--- config.mk ---
export PLATFORM = sky130hd
export DESIGN_NAME = drive_thermal_throttle_governor_flat
export DESIGN_NICKNAME = d
export VERILOG_FILES = /design/src/rtl/core/dttg_pkg.sv /design/src/rtl/core/dttg_if.sv /design/src/rtl/core/dttg_lane.sv /design/src/rtl/core/dttg_merge.sv /design/src/rtl/core/dttg_outbuf.sv /design/src/rtl/core/drive_thermal_throttle_governor.sv /design/src/flat_wrapper.sv
export VERILOG_INCLUDE_DIRS = /design/src /design/src/rtl/core
export SDC_FILE = /design/constraint.sdc
export NUM_CORES = 1
export LEC_CHECK = 0
export BUFFER_PORTS_ARGS = -buffer_cell sky130_fd_sc_hd__clkbuf_2
export CAP_MARGIN = 25
export CELL_PAD_IN_SITES_DETAIL_PLACEMENT = 0
export CELL_PAD_IN_SITES_GLOBAL_PLACEMENT = 2
export CORE_ASPECT_RATIO = 2
export CORE_MARGIN = 2
export CORE_UTILIZATION = 35
export DETAILED_ROUTE_END_ITERATION = 7
export PLACE_DENSITY = 0.73
export SLEW_MARGIN = 25
export SYNTH_ARGS = -nofsm -noshare
export SYNTH_HDL_FRONTEND = slang
export SYNTH_SLANG_ARGS = --single-unit
--- constraint.sdc ---
create_clock -name clk -period 35.8 [get_ports clk]
set_input_delay 3.58 -clock clk [delete_from_list [all_inputs] [get_ports clk]]
set_output_delay 3.58 -clock clk [all_outputs]
set_load 0.01 [all_outputs]
--- src/rtl/core/drive_thermal_throttle_governor_macros.svh ---
// Assertion macros shared by the drive thermal throttle governor RTL.
// Each macro expects signals named clk and rst_n in the including module.
`ifndef DRIVE_THERMAL_THROTTLE_GOVERNOR_MACROS_SVH
`define DRIVE_THERMAL_THROTTLE_GOVERNOR_MACROS_SVH

// Same-cycle implication, disabled during reset.
`define DTTG_ASSERT_IMPL(lbl, ante, cons, msg) \
  lbl: assert property (@(posedge clk) disable iff (!rst_n) (ante) |-> (cons)) \
    else $error(msg);

// Next-cycle implication, disabled during reset.
`define DTTG_ASSERT_NEXT(lbl, ante, cons, msg) \
  lbl: assert property (@(posedge clk) disable iff (!rst_n) (ante) |=> (cons)) \
    else $error(msg);

`endif

--- src/rtl/core/dttg_pkg.sv ---
// Types, constants and register codes of the drive thermal throttle governor.
// No dependencies; every other RTL file but the assertion macro header imports this package.
package dttg_pkg;

  localparam int TEMP_W        = 16;
  localparam int LANE_FIELDS   = 5;
  localparam int NUM_DRIVES_DEF = 5;
  localparam int CFG_DATA_W    = 32;
  localparam int CFG_ADDR_W    = 4;
  localparam int STATUS_W      = 2;

  typedef logic signed [TEMP_W-1:0]      temp_t;
  typedef logic        [LANE_FIELDS-1:0] mask_t;

  localparam temp_t VALID_LOW   = -16'sd100;
  localparam temp_t VALID_HIGH  = 16'sd200;
  localparam temp_t TEMP_FLOOR  = -16'sd273;

  localparam temp_t THROTTLE_RST = 16'sd70;
  localparam temp_t RELEASE_RST  = 16'sd60;
  localparam temp_t CRITICAL_RST = 16'sd80;

  typedef enum logic [1:0] {
    REG_THROTTLE = 2'd0,
    REG_RELEASE  = 2'd1,
    REG_CRITICAL = 2'd2
  } reg_idx_t;

  typedef enum logic [STATUS_W-1:0] {
    ST_OK   = 2'd0,
    ST_WARN = 2'd1,
    ST_CRIT = 2'd2
  } status_t;

  typedef struct packed {
    temp_t throttle_temp;
    temp_t release_temp;
    temp_t critical_temp;
  } cfg_t;

  typedef struct packed {
    logic  throttled;
    logic  critical;
    temp_t peak;
  } lane_stat_t;

  typedef struct packed {
    mask_t                    allowed_mask;
    mask_t                    throttled_mask;
    mask_t                    critical_mask;
    temp_t                    frame_max;
    status_t                  status;
    temp_t [LANE_FIELDS-1:0]  peak;
  } result_t;

endpackage

--- src/rtl/core/dttg_if.sv ---
// Valid/ready channel interfaces for telemetry frames and governor results.
// Depends on dttg_pkg for the temperature type.
interface dttg_in_if;
  import dttg_pkg::*;
  logic  valid;
  logic  ready;
  logic  frame_valid;
  temp_t temp_0;
  temp_t temp_1;
  temp_t temp_2;
  temp_t temp_3;
  temp_t temp_4;

  modport source (output valid, frame_valid, temp_0, temp_1, temp_2, temp_3, temp_4,
                  input ready);
  modport sink (input valid, frame_valid, temp_0, temp_1, temp_2, temp_3, temp_4,
                output ready);
endinterface

interface dttg_out_if;
  import dttg_pkg::*;
  logic                valid;
  logic                ready;
  mask_t               allowed_mask;
  mask_t               throttled_mask;
  mask_t               critical_mask;
  temp_t               frame_max;
  logic [STATUS_W-1:0] status;
  temp_t               peak_0;
  temp_t               peak_1;
  temp_t               peak_2;
  temp_t               peak_3;
  temp_t               peak_4;

  modport source (output valid, allowed_mask, throttled_mask, critical_mask, frame_max,
                  status, peak_0, peak_1, peak_2, peak_3, peak_4,
                  input ready);
  modport sink (input valid, allowed_mask, throttled_mask, critical_mask, frame_max,
                status, peak_0, peak_1, peak_2, peak_3, peak_4,
                output ready);
endinterface

--- src/rtl/core/dttg_lane.sv ---
// One drive lane: peak tracking and throttle/critical hysteresis flags.
// Depends on dttg_pkg and the shared assertion macro header.
`include "drive_thermal_throttle_governor_macros.svh"

module dttg_lane (
  input  logic                   clk,
  input  logic                   rst_n,
  input  logic                   upd,
  input  dttg_pkg::temp_t        temp,
  input  dttg_pkg::cfg_t         cfg,
  output dttg_pkg::lane_stat_t   stat
);
  import dttg_pkg::*;

  lane_stat_t stat_r;
  lane_stat_t stat_nxt;
  logic       in_win;

  assign in_win = (temp > VALID_LOW) && (temp <= VALID_HIGH);

  always_comb begin
    stat_nxt = stat_r;
    if (upd && in_win) begin
      if (temp > stat_r.peak) begin
        stat_nxt.peak = temp;
      end
      // Critical wins over throttle, which wins over release.
      priority if (temp >= cfg.critical_temp) begin
        stat_nxt.critical  = 1'b1;
        stat_nxt.throttled = 1'b1;
      end else if (temp >= cfg.throttle_temp) begin
        stat_nxt.throttled = 1'b1;
      end else if (temp <= cfg.release_temp) begin
        stat_nxt.critical  = 1'b0;
        stat_nxt.throttled = 1'b0;
      end else begin
        stat_nxt.critical  = stat_r.critical;
      end
    end
  end

  always_ff @(posedge clk) begin
    if (!rst_n) begin
      stat_r <= '{throttled: 1'b0, critical: 1'b0, peak: TEMP_FLOOR};
    end else begin
      stat_r <= stat_nxt;
    end
  end

  // The result reports the state as left by this frame.
  assign stat = stat_nxt;

  `DTTG_ASSERT_IMPL(a_crit_has_thr, stat_r.critical, stat_r.throttled, "critical without throttled")
  `DTTG_ASSERT_NEXT(a_peak_mono, 1'b1, stat_r.peak >= $past(stat_r.peak), "lane peak decreased")
  `DTTG_ASSERT_NEXT(a_drop_holds, upd && !in_win, $stable(stat_r), "dropped reading changed lane")

endmodule

--- src/rtl/core/dttg_merge.sv ---
// Merging stage: frame maximum, lane masks and overall status of one frame.
// Depends on dttg_pkg for the lane status and result types.
module dttg_merge (
  input  dttg_pkg::lane_stat_t lanes [dttg_pkg::LANE_FIELDS],
  input  dttg_pkg::temp_t      temps [dttg_pkg::LANE_FIELDS],
  input  dttg_pkg::temp_t      critical_temp,
  output dttg_pkg::result_t    res
);
  import dttg_pkg::*;

  temp_t fmax;
  mask_t thr;
  mask_t crit;

  always_comb begin
    fmax = TEMP_FLOOR;
    for (int i = 0; i < LANE_FIELDS; i++) begin
      if (temps[i] > fmax) begin
        fmax = temps[i];
      end
    end
  end

  always_comb begin
    thr  = '0;
    crit = '0;
    for (int i = 0; i < LANE_FIELDS; i++) begin
      thr[i]  = lanes[i].throttled;
      crit[i] = lanes[i].critical;
      res.peak[i] = lanes[i].peak;
    end
    res.allowed_mask   = ~thr;
    res.throttled_mask = thr;
    res.critical_mask  = crit;
    res.frame_max      = fmax;
    if (thr == '0) begin
      res.status = ST_OK;
    end else if (fmax >= critical_temp) begin
      res.status = ST_CRIT;
    end else begin
      res.status = ST_WARN;
    end
  end

endmodule

--- src/rtl/core/dttg_outbuf.sv ---
// Two-entry result buffer: an output register backed by a skid register.
// Depends on dttg_pkg and the shared assertion macro header.
`include "drive_thermal_throttle_governor_macros.svh"

module dttg_outbuf (
  input  logic                clk,
  input  logic                rst_n,
  input  logic                push,
  input  dttg_pkg::result_t   res,
  input  logic                out_ready,
  output logic                out_valid,
  output dttg_pkg::result_t   out_data,
  output logic                room
);
  import dttg_pkg::*;

  logic    out_valid_r;
  logic    out_valid_nxt;
  logic    skid_valid_r;
  logic    skid_valid_nxt;
  result_t out_r;
  result_t skid_r;
  logic    pop;
  logic    out_free;

  assign pop      = out_valid_r && out_ready;
  assign out_free = !out_valid_r || pop;

  always_comb begin
    if (out_free) begin
      out_valid_nxt  = skid_valid_r || push;
      skid_valid_nxt = skid_valid_r && push;
    end else begin
      out_valid_nxt  = 1'b1;
      skid_valid_nxt = skid_valid_r || push;
    end
  end

  always_ff @(posedge clk) begin
    if (!rst_n) begin
      out_valid_r  <= 1'b0;
      skid_valid_r <= 1'b0;
    end else begin
      out_valid_r  <= out_valid_nxt;
      skid_valid_r <= skid_valid_nxt;
    end
  end

  always_ff @(posedge clk) begin
    if (out_free) begin
      out_r <= skid_valid_r ? skid_r : res;
    end
    if (push) begin
      skid_r <= res;
    end
  end

  assign out_valid = out_valid_r;
  assign out_data  = out_r;
  assign room      = !skid_valid_r;

  `DTTG_ASSERT_IMPL(a_skid_behind_out, skid_valid_r, out_valid_r, "skid full with output empty")
  `DTTG_ASSERT_IMPL(a_no_overrun, push, !skid_valid_r, "result pushed into a full buffer")
  `DTTG_ASSERT_NEXT(a_hold_stalled, out_valid_r && !out_ready, out_valid_r, "stalled result lost")

endmodule

--- src/rtl/core/drive_thermal_throttle_governor.sv ---
// Top level of the drive thermal throttle governor: lanes, merge, result buffer.
// Depends on dttg_pkg, dttg_if, dttg_lane, dttg_merge and dttg_outbuf.
//
// Usage:
//   Telemetry frames arrive as beats on in_if (valid/ready). Each beat carries a
//   signature flag and five signed drive temperatures. A beat whose frame_valid
//   is low is taken and dropped: no result and no change of lane state.
//   Each good frame gives one result beat on out_if with the allowed, throttled
//   and critical masks, the frame maximum, the overall status and the lane peaks.
//   Thresholds are written through the APB-style port: throttle_temp at byte
//   address 0, release_temp at 4, critical_temp at 8 (low 16 bits of pwdata).
//   Reads return the thresholds sign-extended to 32 bits; pready is tied high.
// Result path and throughput:
//   A result is registered into the output register when that is free, else
//   into the skid register. One frame per cycle is sustained while the buffer
//   has room; each frame's per-lane compare needs the flags of the one before.
// Reset:
//   rst_n is synchronous and active low. It clears all throttled and critical
//   flags, sets every peak to -273 and loads thresholds 70, 60 and 80.
// Stall:
//   Results sit in a two-entry buffer (output register plus skid register).
//   in_if.ready stays high while the skid register is empty, so one more frame
//   is taken while a finished result waits; it drops only when both are full.
module drive_thermal_throttle_governor #(
  parameter int NUM_DRIVES = dttg_pkg::NUM_DRIVES_DEF
) (
  input  logic                                clk,
  input  logic                                rst_n,
  dttg_in_if.sink                             in_if,
  dttg_out_if.source                          out_if,
  input  logic                                psel,
  input  logic                                penable,
  input  logic                                pwrite,
  input  logic [dttg_pkg::CFG_ADDR_W-1:0]     paddr,
  input  logic [dttg_pkg::CFG_DATA_W-1:0]     pwdata,
  output logic [dttg_pkg::CFG_DATA_W-1:0]     prdata,
  output logic                                pready
);
  import dttg_pkg::*;

  // Lanes with an input field that the configured drive count covers.
  localparam int ACTIVE_LANES = (NUM_DRIVES < LANE_FIELDS) ? NUM_DRIVES : LANE_FIELDS;

  cfg_t       cfg_r;
  cfg_t       cfg_nxt;
  logic       cfg_wr;
  reg_idx_t   cfg_idx;
  temp_t      rd_val;

  logic       in_accept;
  logic       upd;
  logic       room;
  temp_t      temps     [LANE_FIELDS];
  lane_stat_t lane_stat [LANE_FIELDS];
  result_t    res;
  result_t    out_data;

  // Configuration port: a write lands in the access phase.
  assign pready  = 1'b1;
  assign cfg_wr  = psel && penable && pwrite && pready;
  assign cfg_idx = reg_idx_t'(paddr[CFG_ADDR_W-1:2]);

  always_comb begin
    cfg_nxt = cfg_r;
    if (cfg_wr) begin
      unique case (cfg_idx)
        REG_THROTTLE: cfg_nxt.throttle_temp = pwdata[TEMP_W-1:0];
        REG_RELEASE:  cfg_nxt.release_temp  = pwdata[TEMP_W-1:0];
        REG_CRITICAL: cfg_nxt.critical_temp = pwdata[TEMP_W-1:0];
        default:      cfg_nxt = cfg_r;
      endcase
    end
  end

  always_ff @(posedge clk) begin
    if (!rst_n) begin
      cfg_r <= '{throttle_temp: THROTTLE_RST, release_temp: RELEASE_RST,
                 critical_temp: CRITICAL_RST};
    end else begin
      cfg_r <= cfg_nxt;
    end
  end

  always_comb begin
    unique case (cfg_idx)
      REG_THROTTLE: rd_val = cfg_r.throttle_temp;
      REG_RELEASE:  rd_val = cfg_r.release_temp;
      REG_CRITICAL: rd_val = cfg_r.critical_temp;
      default:      rd_val = '0;
    endcase
  end

  assign prdata = {{(CFG_DATA_W-TEMP_W){rd_val[TEMP_W-1]}}, rd_val};

  // Input side: a frame is taken whenever the result buffer has a free slot.
  assign in_if.ready = room;
  assign in_accept   = in_if.valid && in_if.ready;
  assign upd         = in_accept && in_if.frame_valid;

  assign temps[0] = in_if.temp_0;
  assign temps[1] = in_if.temp_1;
  assign temps[2] = in_if.temp_2;
  assign temps[3] = in_if.temp_3;
  assign temps[4] = in_if.temp_4;

  // One lane per covered drive; an uncovered lane reports idle with the floor peak,
  // while its raw reading still feeds the frame maximum.
  for (genvar g = 0; g < LANE_FIELDS; g++) begin : g_lane
    if (g < ACTIVE_LANES) begin : g_on
      dttg_lane u_lane (
        .clk   (clk),
        .rst_n (rst_n),
        .upd   (upd),
        .temp  (temps[g]),
        .cfg   (cfg_r),
        .stat  (lane_stat[g])
      );
    end else begin : g_off
      assign lane_stat[g] = '{throttled: 1'b0, critical: 1'b0, peak: TEMP_FLOOR};
    end
  end

  dttg_merge u_merge (
    .lanes         (lane_stat),
    .temps         (temps),
    .critical_temp (cfg_r.critical_temp),
    .res           (res)
  );

  dttg_outbuf u_outbuf (
    .clk       (clk),
    .rst_n     (rst_n),
    .push      (upd),
    .res       (res),
    .out_ready (out_if.ready),
    .out_valid (out_if.valid),
    .out_data  (out_data),
    .room      (room)
  );

  assign out_if.allowed_mask   = out_data.allowed_mask;
  assign out_if.throttled_mask = out_data.throttled_mask;
  assign out_if.critical_mask  = out_data.critical_mask;
  assign out_if.frame_max      = out_data.frame_max;
  assign out_if.status         = out_data.status;
  assign out_if.peak_0         = out_data.peak[0];
  assign out_if.peak_1         = out_data.peak[1];
  assign out_if.peak_2         = out_data.peak[2];
  assign out_if.peak_3         = out_data.peak[3];
  assign out_if.peak_4         = out_data.peak[4];

endmodule
--- src/flat_wrapper.sv ---
// flat-port wrapper written by rule: the top's interface ports become plain ports
module drive_thermal_throttle_governor_flat import dttg_pkg::*;
#(
  parameter int NUM_DRIVES = dttg_pkg::NUM_DRIVES_DEF
)
  (clk, rst_n, psel, penable, pwrite, paddr, pwdata, prdata, pready, in_if_valid, in_if_frame_valid, in_if_temp_0, in_if_temp_1, in_if_temp_2, in_if_temp_3, in_if_temp_4, in_if_ready, out_if_valid, out_if_allowed_mask, out_if_throttled_mask, out_if_critical_mask, out_if_frame_max, out_if_status, out_if_peak_0, out_if_peak_1, out_if_peak_2, out_if_peak_3, out_if_peak_4, out_if_ready);
  dttg_in_if in_if_i ();
  dttg_out_if out_if_i ();
  input  logic clk;
  input  logic rst_n;
  input  logic psel;
  input  logic penable;
  input  logic pwrite;
  input  logic [dttg_pkg::CFG_ADDR_W-1:0] paddr;
  input  logic [dttg_pkg::CFG_DATA_W-1:0] pwdata;
  output logic [dttg_pkg::CFG_DATA_W-1:0] prdata;
  output logic pready;
  input wire logic [$bits(in_if_i.valid)-1:0] in_if_valid;
  input wire logic [$bits(in_if_i.frame_valid)-1:0] in_if_frame_valid;
  input wire logic [$bits(in_if_i.temp_0)-1:0] in_if_temp_0;
  input wire logic [$bits(in_if_i.temp_1)-1:0] in_if_temp_1;
  input wire logic [$bits(in_if_i.temp_2)-1:0] in_if_temp_2;
  input wire logic [$bits(in_if_i.temp_3)-1:0] in_if_temp_3;
  input wire logic [$bits(in_if_i.temp_4)-1:0] in_if_temp_4;
  output wire logic [$bits(in_if_i.ready)-1:0] in_if_ready;
  output wire logic [$bits(out_if_i.valid)-1:0] out_if_valid;
  output wire logic [$bits(out_if_i.allowed_mask)-1:0] out_if_allowed_mask;
  output wire logic [$bits(out_if_i.throttled_mask)-1:0] out_if_throttled_mask;
  output wire logic [$bits(out_if_i.critical_mask)-1:0] out_if_critical_mask;
  output wire logic [$bits(out_if_i.frame_max)-1:0] out_if_frame_max;
  output wire logic [$bits(out_if_i.status)-1:0] out_if_status;
  output wire logic [$bits(out_if_i.peak_0)-1:0] out_if_peak_0;
  output wire logic [$bits(out_if_i.peak_1)-1:0] out_if_peak_1;
  output wire logic [$bits(out_if_i.peak_2)-1:0] out_if_peak_2;
  output wire logic [$bits(out_if_i.peak_3)-1:0] out_if_peak_3;
  output wire logic [$bits(out_if_i.peak_4)-1:0] out_if_peak_4;
  input wire logic [$bits(out_if_i.ready)-1:0] out_if_ready;
  assign in_if_i.valid = in_if_valid;
  assign in_if_i.frame_valid = in_if_frame_valid;
  assign in_if_i.temp_0 = in_if_temp_0;
  assign in_if_i.temp_1 = in_if_temp_1;
  assign in_if_i.temp_2 = in_if_temp_2;
  assign in_if_i.temp_3 = in_if_temp_3;
  assign in_if_i.temp_4 = in_if_temp_4;
  assign in_if_ready = in_if_i.ready;
  assign out_if_valid = out_if_i.valid;
  assign out_if_allowed_mask = out_if_i.allowed_mask;
  assign out_if_throttled_mask = out_if_i.throttled_mask;
  assign out_if_critical_mask = out_if_i.critical_mask;
  assign out_if_frame_max = out_if_i.frame_max;
  assign out_if_status = out_if_i.status;
  assign out_if_peak_0 = out_if_i.peak_0;
  assign out_if_peak_1 = out_if_i.peak_1;
  assign out_if_peak_2 = out_if_i.peak_2;
  assign out_if_peak_3 = out_if_i.peak_3;
  assign out_if_peak_4 = out_if_i.peak_4;
  assign out_if_i.ready = out_if_ready;
  drive_thermal_throttle_governor #(.NUM_DRIVES(NUM_DRIVES)) u_core (.clk(clk), .rst_n(rst_n), .in_if(in_if_i), .out_if(out_if_i), .psel(psel), .penable(penable), .pwrite(pwrite), .paddr(paddr), .pwdata(pwdata), .prdata(prdata), .pready(pready));
endmodule
* Word level (Yosys, flattened, before mapping)
Index checks and enable logic that the tools add are counted.
Storage, ports and cells: register bits 366, output and inout bits 148, RAM bits 0, input bits 124, ROM bits 0, bits in latches 0, memories 0
Operators by class: mux-type cells 46, divide/modulo/power cells 0, bitwise gates (word level) 1, multiply operators 0, add/subtract/negate cells 0, equal/unequal tests 2, shift-type cells 0, reductions and logical operators 25, magnitude comparators 36
Operators with widths (number):
- 16-bit greater-or-equal comparator | 11
- 16-bit 2-to-1 mux | 10
- 16-bit greater-than comparator | 9
- 113-bit 2-to-1 mux | 1
- 18-bit 2-to-1 mux | 5
- 16-bit by 8-bit greater-than comparator with 1-bit output, second input constant | 5
- 16-bit <= comparator | 5
- 16-bit by 9-bit <= comparator with 1-bit output, second input constant | 5
- 16-bit case mux with 3 select lines | 1
- 1-bit 2-to-1 mux | 22
- 16-bit by 10-bit greater-than comparator with 1-bit output, second input constant | 1
- 1-bit logical AND | 16
- 2-bit 2-to-1 mux | 7
- 2-bit AND reduction | 3
- 5-bit logical NOT | 1
- 5-bit NOT | 1
- 2-bit by 1-bit equality test with 1-bit output, second input constant | 1
- 2-bit equality test, second input constant | 1
- 1-bit logical NOT | 2
- 2-bit logical NOT | 1
- 1-bit logical OR | 2

* Logic depth before layout (Yosys ltp)
Gate-level depths: netlist (run 1).
depth in word-level cells 14, depth in mapped cells 70

* By module
Synthesis (run 1) repeated with hierarchy kept, for this count alone.
Second synthesis, totals: cells, all modules 2745, area total of the unflattened synthesis 27173.6 µm²
By module, submodules not included:
- dttg_lane (u_core.g_lane[0].g_on.u_lane ...) | times used 4, area each 2498.6 µm², cells an instance 311
- dttg_outbuf | times used 1, area each 8379.3 µm², cells an instance 361
- dttg_merge | times used 1, area each 3956.3 µm², cells an instance 572
- dttg_lane (u_core.g_lane[2].g_on.u_lane) | times used 1, area each 2464.9 µm², cells an instance 309
- drive_thermal_throttle_governor | times used 1, area each 2378.5 µm², cells an instance 259

* Least setup slack after synthesis (run 1)
Ideal clock, no wire load.
path type input to register, from in in_if_temp_0[11], to reg u_core.u_outbuf.out_r (netlist bit u_core.u_outbuf.out_data[81]) (data pin), data required time 35.525 ns, cell stages on the path 68, slack 20.038 ns, data arrival time 15.486 ns, cell sequence nand4_1 -> o31a_1 -> clkbuf_1 -> nand2b_1 -> ha_1 -> nand4_1 -> or4_1 -> a2111oi_2 -> o21bai_1 -> o211ai_2 -> buf_2 -> buf_1 -> nor2_1 -> a21oi_1 -> inv_1 -> ha_1 -> and4_1 -> or3_1 -> [... 32 more ...] -> a21oi_1 -> or3b_2 -> clkbuf_1 -> a21oi_1 -> ha_1 -> nor2b_1 -> o21a_1 -> o21a_1 -> o21a_1 -> o21ai_0 -> nand2b_1 -> a21oi_1 -> nor2b_1 -> o21ai_0 -> a21boi_0 -> o22ai_1 -> and2_1 -> o31ai_1
RTL lines:
- from (decl) | line flat_wrapper.sv:20 | input wire logic [$bits(in_if_i.temp_0)-1:0] in_if_temp_0;
- to (signal assigned) | line dttg_outbuf.sv:51 | out_r <= skid_valid_r ? skid_r : res;
- to (decl) | line dttg_outbuf.sv:21 | result_t out_r;

==> impl_results.md, run 1 <==
- Status: finished clean
- Drt initial violations: 1113
- Crit path top cell by count: o21a_1
- Reg-to-Reg Start: u_core.cfg_r[0]
- Total number of vias: 20181
- Layout cells sized above 1: between 10% and 20%
- Hold-fix buffers at CTS: 0
- Mapped Nets: about 3000
- Least-Margin Pin Slew: 0.967 ns
- CTS sink cnt: 366
- Worst path bufs/invs: 5
- Sum of negative setup slack: 0 ns
- DP Area: 0.0269 mm2
- Critical path class: input pin to flip-flop
- Final min period: between 15 and 20 ns
- Post-route design area: 0.0281 mm2
- Core Footprint: 0.0698 mm2
- Synth async-reset ratio: 0%
- CP peak stage delay: 0.61 ns
- Root Buffer Master: clkbuf_16
- PortBufs: ~250
- Hold Path End: u_core.cfg_r[35]
- Post_cts resized: 0
- Most frequent cells in the layout: ha_1 (394), clkbuf_2 (252), nand2_1 (243)
- CP delay by family, top: compound AO/OA/AOI/OAI gates
- Vias/cell: 5.50
- Sequential element share of the synthesized area: 38.9%
- CP arrival: 18.02 ns
- Die Area: 0.0726 mm2
- Gate Count Post-Synth: 2507
- Hold Path Cell Cnt: 2
- Chip height: 379 um
- Final hold slack: approximately 0.47 ns
- Initial antenna violation count: 2
- Worst skew pair latency: roughly 0.58 ns
- Number of global-route vias before repair: just over 20000
- Gpl congestion: 0.886
- Clock slew at reported path FFs: 0.06 ns
- Drt total wl: 91000 um
- Setup-failing EPs final: 0
- DIE WIDTH: 192 um
- Remaining global-route overflow: 0
- DP HPWL: 67500 um
- Pwr per Cell Area: 45.7 mW/mm2
- Peak supply drop: 0.0309 mV
- Unrepaired setup endpoints after global routing: false
- Crit start category: input pin
- # nets final: 3252
- Rel. slew slack: 35.5%
- Global-route wire length before repair: ~130000 um
- Synth warn: 0
- Critical-path top delay cell: or4_1
- Crit. End Element: flip-flop
- # H-tree levels: 2
- Netlist Area Pre-Place: approximately 0.025 mm2
- Area grow syn2layout: 14.2%
- Mapped Avg Cell Area: a little under 10 um2
- Distinct cell type count after synthesis: just under 80
- Maxcap violations: 0
- WL/cell: between 20 and 25 um
- Largest net degree at the start of global routing: 115
- Worst hold path class: flip-flop to flip-flop
- HP Start: u_core.cfg_r[35]
- Routed Antenna Nets: 0
- Critical path peak fanout: 31
- Most common cell after layout, fill and taps aside: ha_1
- Reg2Reg Depth: 15
- Final hold vios: 0
- Drt first pass iters: 5
- Drt drc: 0
- Setup Buffers After CTS: 0
- Antenna Cells: 0
- Pleak: between 0.01 and 0.015 uW
- Reg2Reg Setup Slack: ~31 ns
- Final cycle utilization of the critical path: a little under 50%
- Max-slew violation count: 0
- GRT Total Usage: 25.1%
- Top FF cell, synth: edfxtp_1
- Fmax: 0.0564 GHz
- Num ports: 272
- Rows: 137
- CTS tree: yes
- Clk_skew: 0.0204 ns
- Number of synthesized flops with an enable pin: 226
- Reg2Reg Capture Point: u_core.u_outbuf.out_data[80]
- Synth Register Bits: approximately 370
- Starting density of the core: 35.3%
- WP data required: 36.09 ns
- CTS Buffer Depth: 3
- CTS Buf Count: 37
==> flip-flops by register name, indices dropped and copies added, names as in the netlist <==
register,cells
u_core.u_outbuf.out_valid,1
u_core.g_lane.g_on.u_lane.stat_r,90
u_core.cfg_r,48
u_core.u_outbuf.skid_r,113
u_core.u_outbuf.skid_valid_r,1
u_core.u_outbuf.out_data,113
==> power breakdown <==
| part | internal [uW] | switching, uW | total [uW] |
|---|---|---|---|
| Sequential | 479 | 7.27 | 486 |
| Combinational | 145 | 245 | 389 |
| Clock | 231 | 180 | 410 |
| Total | 854 | 432 | 1290 |
==> stage by stage <==
stage | std cells | setup slack [ns] | power [uW] | utilization, %
6_report | 3666 | 18.07 | 1290 | 40.3
4_1_cts | 3666 | 18.12 | 1300 | 40.3
5_1_grt | 3666 | 17.04 | 1350 | 40.3
3_5_place_dp | 3598 | 17.60 | 882 | 38.5
2_1_floorplan | 2507 | 20.04 | 748 | -
3_3_place_gp | 3597 | 17.73 | 872 | 38.5
==> metal layers <==
metal  part of all wire [%]  vias to the layer above  global-route usage, %
met1                     38                     9723                   27.2
met3                    4.0                      215                   3.01
met4                    6.0                        2                   13.7
li1                       -                     9652                      -
met2                     52                      589                   46.6
met5                  0.014                        -                      0
==> worst register-to-register path: cells and delay by family (launching register included) <==
kind | cells | cell delay (ns)
flip-flops | 1 | 0.85
adder cells (fa/ha/maj) | 1 | 0.38
AO/OA/AOI/OAI | 10 | 1.98
buffers and inverters | 1 | 0.15
AND/OR/NAND/NOR | 3 | 0.70
==> cell type report <==
class                           instances  area (um2)
Multi-Input combinational cell       1859       14000
Timing Repair Buffer                  278        1490
Fill cell                            6922       41600
Clock inverter                         15         148
Tap cell                              903        1130
Inverter                              192         723
Sequential cell                       366        9590
Clock buffer                           53        1100
==> cells in the mapped netlist, drive strengths merged, types with 6 or more instances <==
| library cell | n | area [um2] |
|---|---|---|
| o21ai | 130 | 651 |
| and2 | 17 | 106 |
| nor2 | 130 | 493 |
| a211oi | 12 | 90.1 |
| nand3 | 41 | 205 |
| inv | 191 | 717 |
| nor2b | 51 | 319 |
| o22ai | 17 | 106 |
| a21boi | 7 | 52.6 |
| or2 | 63 | 394 |
| o21a | 89 | 668 |
| o211ai | 22 | 180 |
| and3 | 15 | 93.8 |
| dfxtp | 140 | 2800 |
| mux2 | 92 | 1040 |
| o31a | 6 | 52.6 |
| a21oi | 136 | 684 |
| nand2 | 243 | 912 |
| a21o | 87 | 653 |
| mux2i | 37 | 370 |
| buf | 26 | 173 |
| a2111oi | 6 | 58.8 |
| edfxtp | 226 | 6790 |
| ha | 394 | 4930 |
| o221ai | 14 | 123 |
| clkbuf | 64 | 240 |
| a31oi | 21 | 131 |
| nor3 | 27 | 135 |
| o311ai | 9 | 78.8 |
| nand2b | 30 | 188 |
| nor4 | 14 | 87.6 |
| nand4 | 77 | 482 |
==> logic make-up (layout without fill, tap and decap cells) <==
| group | count (synthesis) | in the layout | share of synthesized area (%) |
|---|---|---|---|
| simple gates | 732 | 732 | 14.7 |
| fa+ha+maj | 395 | 395 | 20.1 |
| other cells | 1 | 1 | 0.0152 |
| mux | 129 | 129 | 5.74 |
| buf+inv | 282 | 538 | 4.60 |
| flops | 366 | 366 | 38.9 |
| xor+xnor | 6 | 6 | 0.213 |
| compound gates | 596 | 596 | 15.8 |
==> worst max-delay path by stage <==
stage | cells past startpoint | slack [ns] | from | endpoint
2_1_floorplan | 68 | 20.04 | in_if_temp_0[11] | u_core.u_outbuf.out_data[81]
3_3_place_gp | 63 | 17.73 | in_if_temp_0[4] | u_core.u_outbuf.out_data[81]
3_5_place_dp | 63 | 17.60 | in_if_temp_0[4] | u_core.u_outbuf.out_data[80]
4_1_cts | 63 | 18.12 | in_if_temp_0[4] | u_core.u_outbuf.out_data[80]
5_1_grt | 63 | 17.04 | in_if_temp_0[4] | u_core.u_outbuf.out_data[80]
6_report | 63 | 18.07 | in_if_temp_0[5] | u_core.u_outbuf.out_data[81]
No activity file was read; power rests on OpenSTA's default activity.
==> inputs of run 2 (changes only) <==
Settings changed: ABC_AREA set to 1, CORE_UTILIZATION 35 to 33, PLACE_DENSITY 0.73 to 0.76.
Clock period 35.8 ns to 16 ns, I/O delays scaled along.
==> run 2 against run 1 <==
Against the previous run: clock-buffer cell count fell by 9; sequential power increased by 130%; sequential share of layout area increased by 0.32 points; utilization is 2.5 points lower; synthesized area shrank 0.34%; critical path type unchanged; largest cell class unchanged.
==> impl_results.md, run 2 <==
- Remaining global-route overflow: 0 (unchanged)
- Critical-path top delay cell: o21ai_0
- Setup-failing EPs final: 0 (unchanged)
- Crit start category: input pin
- Post-route design area: 0.0279 mm2 (-0.90%)
- Most frequent cells in the layout: nand2_1 (617), inv_1 (396), ha_1 (394)
- Antenna Cells: 0 (unchanged)
- Root Buffer Master: clkbuf_16
- Initial antenna violation count: 0 (-2)
- Drt drc: 0 (unchanged)
- Top FF cell, synth: edfxtp_1
- GRT Total Usage: 23.7% (-1.3 points)
- Post_cts resized: 0 (unchanged)
- Routed Antenna Nets: 0 (unchanged)
- Final cycle utilization of the critical path: between 80% and 90%
- Crit path top cell by count: nand2_1
- Hold Path Cell Cnt: 2 (unchanged)
- Vias/cell: 5.23 (-5.1%)
- DIE WIDTH: 197 um (+2.8%)
- Rel. slew slack: 29.2% (-6.3 points)
- CTS tree: yes
- CTS Buffer Depth: 3 (unchanged)
- Clock slew at reported path FFs: 0.07 ns (about the same)
- Distinct cell type count after synthesis: 49 (-36%)
- Clk_skew: 0.0251 ns (+0.00469 ns)
- Area contributors post-synth: edfxtp_1 (28%), ha_1 (20%), dfxtp_1 (11%)
- Status: finished clean
- Mapped Avg Cell Area: 8.46 um2 (-14%)
- Synth cell count leaders: nand2_1 (618), inv_1 (397), ha_1 (394)
- Drt initial violations: 1034 (-7.1%)
- Final hold vios: 0 (unchanged)
- Chip height: 390 um (+2.8%)
- Mapped Nets: 3420 (+13%)
- Crit. End Element: flip-flop
- Layout cells sized above 1: 12.1% (-6.5 points)
- Peak supply drop: 0.0944 mV (+210%)
- Critical path peak fanout: 32 (+3.2%)
- Core Footprint: 0.0737 mm2 (+5.7%)
- Setup Buffers After CTS: 0 (unchanged)
- WP data required: 16.29 ns (-19.80 ns)
- Global-route wire length before repair: 134000 um (+1.4%)
- Final min period: 13.95 ns
- DP HPWL: 68700 um (+1.7%)
- Gate Count Post-Synth: 2902 (+16%)
- # H-tree levels: 2 (unchanged)
- Number of synthesized flops with an enable pin: 226 (unchanged)
- Rows: 141 (+2.9%)
- Synth Register Bits: 366 (unchanged)
- CP arrival: 14.24 ns (-3.78 ns)
- Synth async-reset ratio: 0% (unchanged)
- Pleak: 0.0125 uW (+4.3%)
- Fmax: 0.0717 GHz
- Pwr per Cell Area: 98.4 mW/mm2 (+120%)
- Max-slew violation count: 0 (unchanged)
- Netlist Area Pre-Place: 0.0246 mm2 (-0.34%)
- Sequential element share of the synthesized area: 39.1% (+0.13 points)
- Most frequent cell after synthesis: nand2_1
- Most common cell after layout, fill and taps aside: nand2_1
- Number of fill cells: 7644 (+10%)
- Hold-fix buffers at CTS: 0 (unchanged)
- Starting density of the core: 33.3% (-2.0 points)
- Maxcap violations: 0 (unchanged)
- Area grow syn2layout: 13.6%
- Unrepaired setup endpoints after global routing: false
- Total number of vias: 21312 (+5.6%)
- Power consumption: 2740 uW (+110%)
- Die Area: 0.0767 mm2 (+5.6%)
- CTS Buf Count: 36 (-2.7%)
- Gpl congestion: 0.897 (+1.3%)
- Post-Layout Cell Count: 4078 (+11%)
- Number of global-route vias before repair: 21450 (+4.8%)
- Worst skew pair latency: 0.58 ns (about the same)
- # nets final: 3639 (+12%)
- Largest net degree at the start of global routing: 90 (-22%)
- Drt first pass iters: 5 (unchanged)
- Final core occ: 37.8% (-2.5 points)
- Area leader, netlist: edfxtp_1
- Critical path class: input pin to flip-flop
- DP Area: 0.0267 mm2 (-0.72%)
- CTS sink cnt: 366 (unchanged)
- Drt total wl: 91300 um (+0.28%)
- Num ports: 272 (unchanged)
- Synth warn: 0 (unchanged)
- CP peak stage delay: 0.80 ns (+0.19 ns)
- Least-Margin Pin Slew: 1.06 ns (+0.0937 ns)
- Area share of the largest cell type after synthesis: 27.6% (+0.093 points)
- Placed Cells: 4012 (+12%)
- Sum of negative setup slack: 0 ns (unchanged)
- WL/cell: 22.4 um (-9.9%)
- Worst hold path class: flip-flop to flip-flop
- PortBufs: 252 (unchanged)
- Reg2Reg Depth: 10 (-5)
## run 2: changes by cell type after synthesis, moves of 30 or more
cell / change
o21a_1: -63
or2_2: -47
nor2b_1: -51
a21oi_1: +56
nand3_1: +48
nand2_1: +375
nand2b_1: -30
o21ai_0: +135
mux2_2: -89
mux2i_1: -37
inv_1: +208
a21o_1: -80
## run 2: critical path, delay by kind of cell
family                   cells  cell delay (ns)
AO/OA/AOI/OAI               19             4.68
adder cells (fa/ha/maj)      5             1.52
buffers and inverters        5             1.09
AND/OR/NAND/NOR             31             5.28
## run 2: worst paths after layout
check	start	endpoint	slack, ns
hold reg to reg	u_core.g_lane[0].g_on.u_lane.stat_r[11]	u_core.g_lane[0].g_on.u_lane.stat_r[11]	0.50
setup / recovery	in_if_temp_0[10]	u_core.u_outbuf.out_data[81]	2.05
setup reg to reg	u_core.u_outbuf.skid_valid_r	u_core.u_outbuf.out_data[72]	11.91
hold / removal	u_core.g_lane[0].g_on.u_lane.stat_r[11]	u_core.g_lane[0].g_on.u_lane.stat_r[11]	0.50
## run 2: final cells by class
| class | instances | area, um2 | area share (%) |
|---|---|---|---|
| Timing Repair Buffer | 266 | 1370 | 4.91 |
| Tap cell | 929 | 1160 | 4.17 |
| Clock buffer | 44 | 982 | 3.52 |
| Sequential cell | 366 | 9590 | 34.4 |
| Multi-Input combinational cell | 2050 | 13100 | 46.9 |
| Inverter | 401 | 1510 | 5.41 |
| Clock inverter | 22 | 199 | 0.714 |
## run 2: logic make-up after synthesis
group                      share of synthesized area [%]
xor gates and xnor gates                           0.178
other                                             0.0153
buffers and inverters                               7.78
AOI/OAI and AO/OA                                   14.2
and+or+nand+nor                                     18.7
adders and majority gates                           20.1
DFF                                                 39.1
## run 2: per-stage QoR
step	worst slack, ns	hold slack, ns
floorplan	5.01	0.461
global placement	1.54	0.494
detailed placement	1.55	0.496
CTS	2.15	0.512
global route	1.05	0.532
finish	2.05	0.504
## run 2: layer usage
metal / track usage (%) / part of all wire (%)
met5: 0 / 0
met4: 14.2 / 6.5
met3: 2.91 / 4.5
met2: 43.6 / 51
met1: 25.8 / 38
## run 2: power breakdown
part	switching [uW]	internal, uW	leakage [uW]	total, uW
clock	404	477	0.000561	881
sequential	17.7	1080	0.00308	1100
combinational	500	260	0.00890	761
total	922	1820	0.0125	2740
==> inputs of run 3 (changes only) <==
Settings changed: ABC_AREA 1 to not set, CORE_UTILIZATION 33 to 35, SKIP_LAST_GASP set to 1.
==> run 3 against run 2 <==
Against the previous run: final cell count decreased by 9.5%; largest cell class unchanged; worst setup slack got worse by 0.57 ns; clock-buffer cell count increased by 8; combinational power increased by 23%; non-clock buffer count increased by 38; highest routed layer unchanged; clock skew decreased by 0.0044 ns; power increased by 7.2%; sequential cell count unchanged; clock power increased by 4.3%; hold slack got worse by 0.031 ns; first-iteration DRC count increased by 0.97%.
==> impl_results.md, run 3 (synthesis results as in run 1) <==
- CTS Buf Count: 37 (+2.8%)
- Initial antenna violation count: 0 (unchanged)
- Area grow syn2layout: 14.9%
- Reg2Reg Depth: 15 (+5)
- Setup ws final: 1.48 ns (-0.571 ns)
- Critical path class: input pin to flip-flop
- Number of global-route vias before repair: 20718 (-3.4%)
- Least-Margin Pin Slew: 0.998 ns (-0.0628 ns)
- Most common cell after layout, fill and taps aside: ha_1
- Remaining global-route overflow: 0 (unchanged)
- Pleak: 0.0121 uW (-3.2%)
- Rel. slew slack: 33.4% (+4.3 points)
- Root Buffer Master: clkbuf_16
- Pwr per Cell Area: 104 mW/mm2 (+5.6%)
- Final hold vios: 0 (unchanged)
- DP Area: 0.0270 mm2 (+1.3%)
- Num ports: 272 (unchanged)
- Final cycle utilization of the critical path: 90.8% (+3.6 points)
- Internal: 1980 uW (+8.9%)
- Drt drc: 0 (unchanged)
- Reg2Reg Setup Slack: 11.57 ns (-0.34 ns)
- Drt first pass iters: 5 (unchanged)
- HP Start: u_core.cfg_r[37]
- Hold Path End: u_core.cfg_r[37]
- Final hold slack: 0.473 ns (-0.0309 ns)
- Routed Antenna Nets: 0 (unchanged)
- Gpl congestion: 0.864 (-3.7%)
- CTS tree: yes
- Crit start category: input pin
- Critical path peak fanout: 16 (-50%)
- Core Footprint: 0.0698 mm2 (-5.4%)
- Starting density of the core: 35.3% (+2.0 points)
- Reg-to-Reg Start: u_core.cfg_r[0]
- Reg2Reg Capture Point: u_core.u_outbuf.out_data[80]
- Drt initial violations: 1044 (+0.97%)
- WP data required: 16.28 ns (about the same)
- WL/cell: 24.6 um (+9.8%)
- Crit path top cell by count: o21a_1
- PortBufs: 252 (unchanged)
- Worst skew pair latency: 0.56 ns (-0.02 ns)
- Setup-failing EPs final: 0 (unchanged)
- Status: finished clean
- Antenna Cells: 0 (unchanged)
- P_sw: 958 uW (+3.9%)
- Sum of negative setup slack: 0 ns (unchanged)
- Combinational share of power: 31.8% (+4.1 points)
- Flop pwr share: 37.0% (-3.1 points)
- Setup Buffers After CTS: 0 (unchanged)
- CTS sink cnt: 366 (unchanged)
- Pre-CTS setup slack: 1.01 ns (-0.537 ns)
- Fmax: 0.0689 GHz (-3.9%)
- Layout cells sized above 1: 19.3% (+7.2 points)
- Vias/cell: 5.53 (+5.9%)
- Hold-fix buffers at CTS: 0 (unchanged)
- Unrepaired setup endpoints after global routing: false
- Critical-path top delay cell: o211ai_2
- Crit. End Element: flip-flop
- Worst hold path class: flip-flop to flip-flop
- Max-slew violation count: 0 (unchanged)
- Die Area: 0.0726 mm2 (-5.3%)
- CTS Buffer Depth: 3 (unchanged)
- DIE WIDTH: 192 um (-2.7%)
- Rows: 137 (-2.8%)
- CP arrival: 14.80 ns (+0.56 ns)
- # H-tree levels: 2 (unchanged)
- Most frequent cells in the layout: ha_1 (394), clkbuf_2 (252), nand2_1 (243)
- Total number of vias: 20423 (-4.2%)
- # nets final: 3278 (-9.9%)
- Final min period: 14.52 ns (+0.571 ns)
- Net Sw Frac: 32.6% (-1.0 points)
- Peak supply drop: 0.0775 mV (-18%)
- CP peak stage delay: 0.72 ns (-0.08 ns)
- Final core occ: 40.6% (+2.8 points)
- Chip height: 379 um (-2.7%)
- GRT Total Usage: 24.8% (+1.0 points)
- Hold Path Cell Cnt: 2 (unchanged)
- Clk_skew: 0.0207 ns (-0.00441 ns)
- Post_cts resized: 0 (unchanged)
- Clock Power Share: 31.3% (-0.8 points)
- Largest net degree at the start of global routing: 60 (-33%)
- Post-route design area: 0.0283 mm2 (+1.5%)
- Drt total wl: 90700 um (-0.63%)
- DP HPWL: 67400 um (-1.9%)
- Clock slew at reported path FFs: 0.06 ns (about the same)
- Global-route wire length before repair: 131000 um (-2.2%)
- Maxcap violations: 0 (unchanged)
[run 3: per-stage QoR]
stage | cells | total power [uW]
6_report | 3691 | 2940
5_1_grt | 3691 | 3100
4_1_cts | 3691 | 2970
3_5_place_dp | 3624 | 2040
3_3_place_gp | 3624 | 2020
2_1_floorplan | 2507 | 1670
[run 3: critical path, delay by kind of cell]
| family | cells | cell delay, ns |
|---|---|---|
| buffers and inverters | 4 | 0.50 |
| muxes | 4 | 1.20 |
| and+or+nand+nor | 15 | 2.88 |
| AOI/OAI and AO/OA | 32 | 6.84 |
| adders and majority gates | 5 | 1.53 |
| xor gates and xnor gates | 1 | 0.22 |
[run 3: power groups by stage]
stage | Clock, uW | Combinational [uW] | Sequential, uW
final | 919 | 934 | 1090
after global routing | 971 | 1040 | 1090
after CTS | 944 | 935 | 1090
after detailed placement | 0 | 930 | 1110
after global placement | 0 | 908 | 1110
after floorplan | 0 | 556 | 1120
[run 3: worst max path at each step]
stage | slack, ns | depth (start not counted) | startpoint | to
floorplan | 2.22 | 68 | in_if_temp_0[11] | u_core.u_outbuf.out_data[81]
global placement | 1.07 | 62 | in_if_temp_0[11] | u_core.u_outbuf.out_data[81]
detailed placement | 1.01 | 61 | in_if_temp_0[11] | u_core.u_outbuf.out_data[81]
CTS | 1.52 | 62 | in_if_temp_0[11] | u_core.u_outbuf.out_data[81]
global route | 0.45 | 61 | in_if_temp_0[11] | u_core.u_outbuf.out_data[80]
finish | 1.48 | 61 | in_if_temp_0[9] | u_core.u_outbuf.out_data[81]
[run 3: cell type report]
| type | instances | area [um2] |
|---|---|---|
| clock inverter | 15 | 216 |
| sequential | 366 | 9590 |
| fill | 6911 | 41500 |
| tap | 903 | 1130 |
| multi-input combinational | 1859 | 14000 |
| clock buffer | 52 | 1030 |
| timing repair buffer | 304 | 1650 |
| inverter | 192 | 723 |
[run 3: layer usage]
layer  routed length (um)  GRT usage, %
met1                34300          27.1
met2                45600          44.7
met3                 3970          2.74
met4                 6830          16.3
met5                    0             0
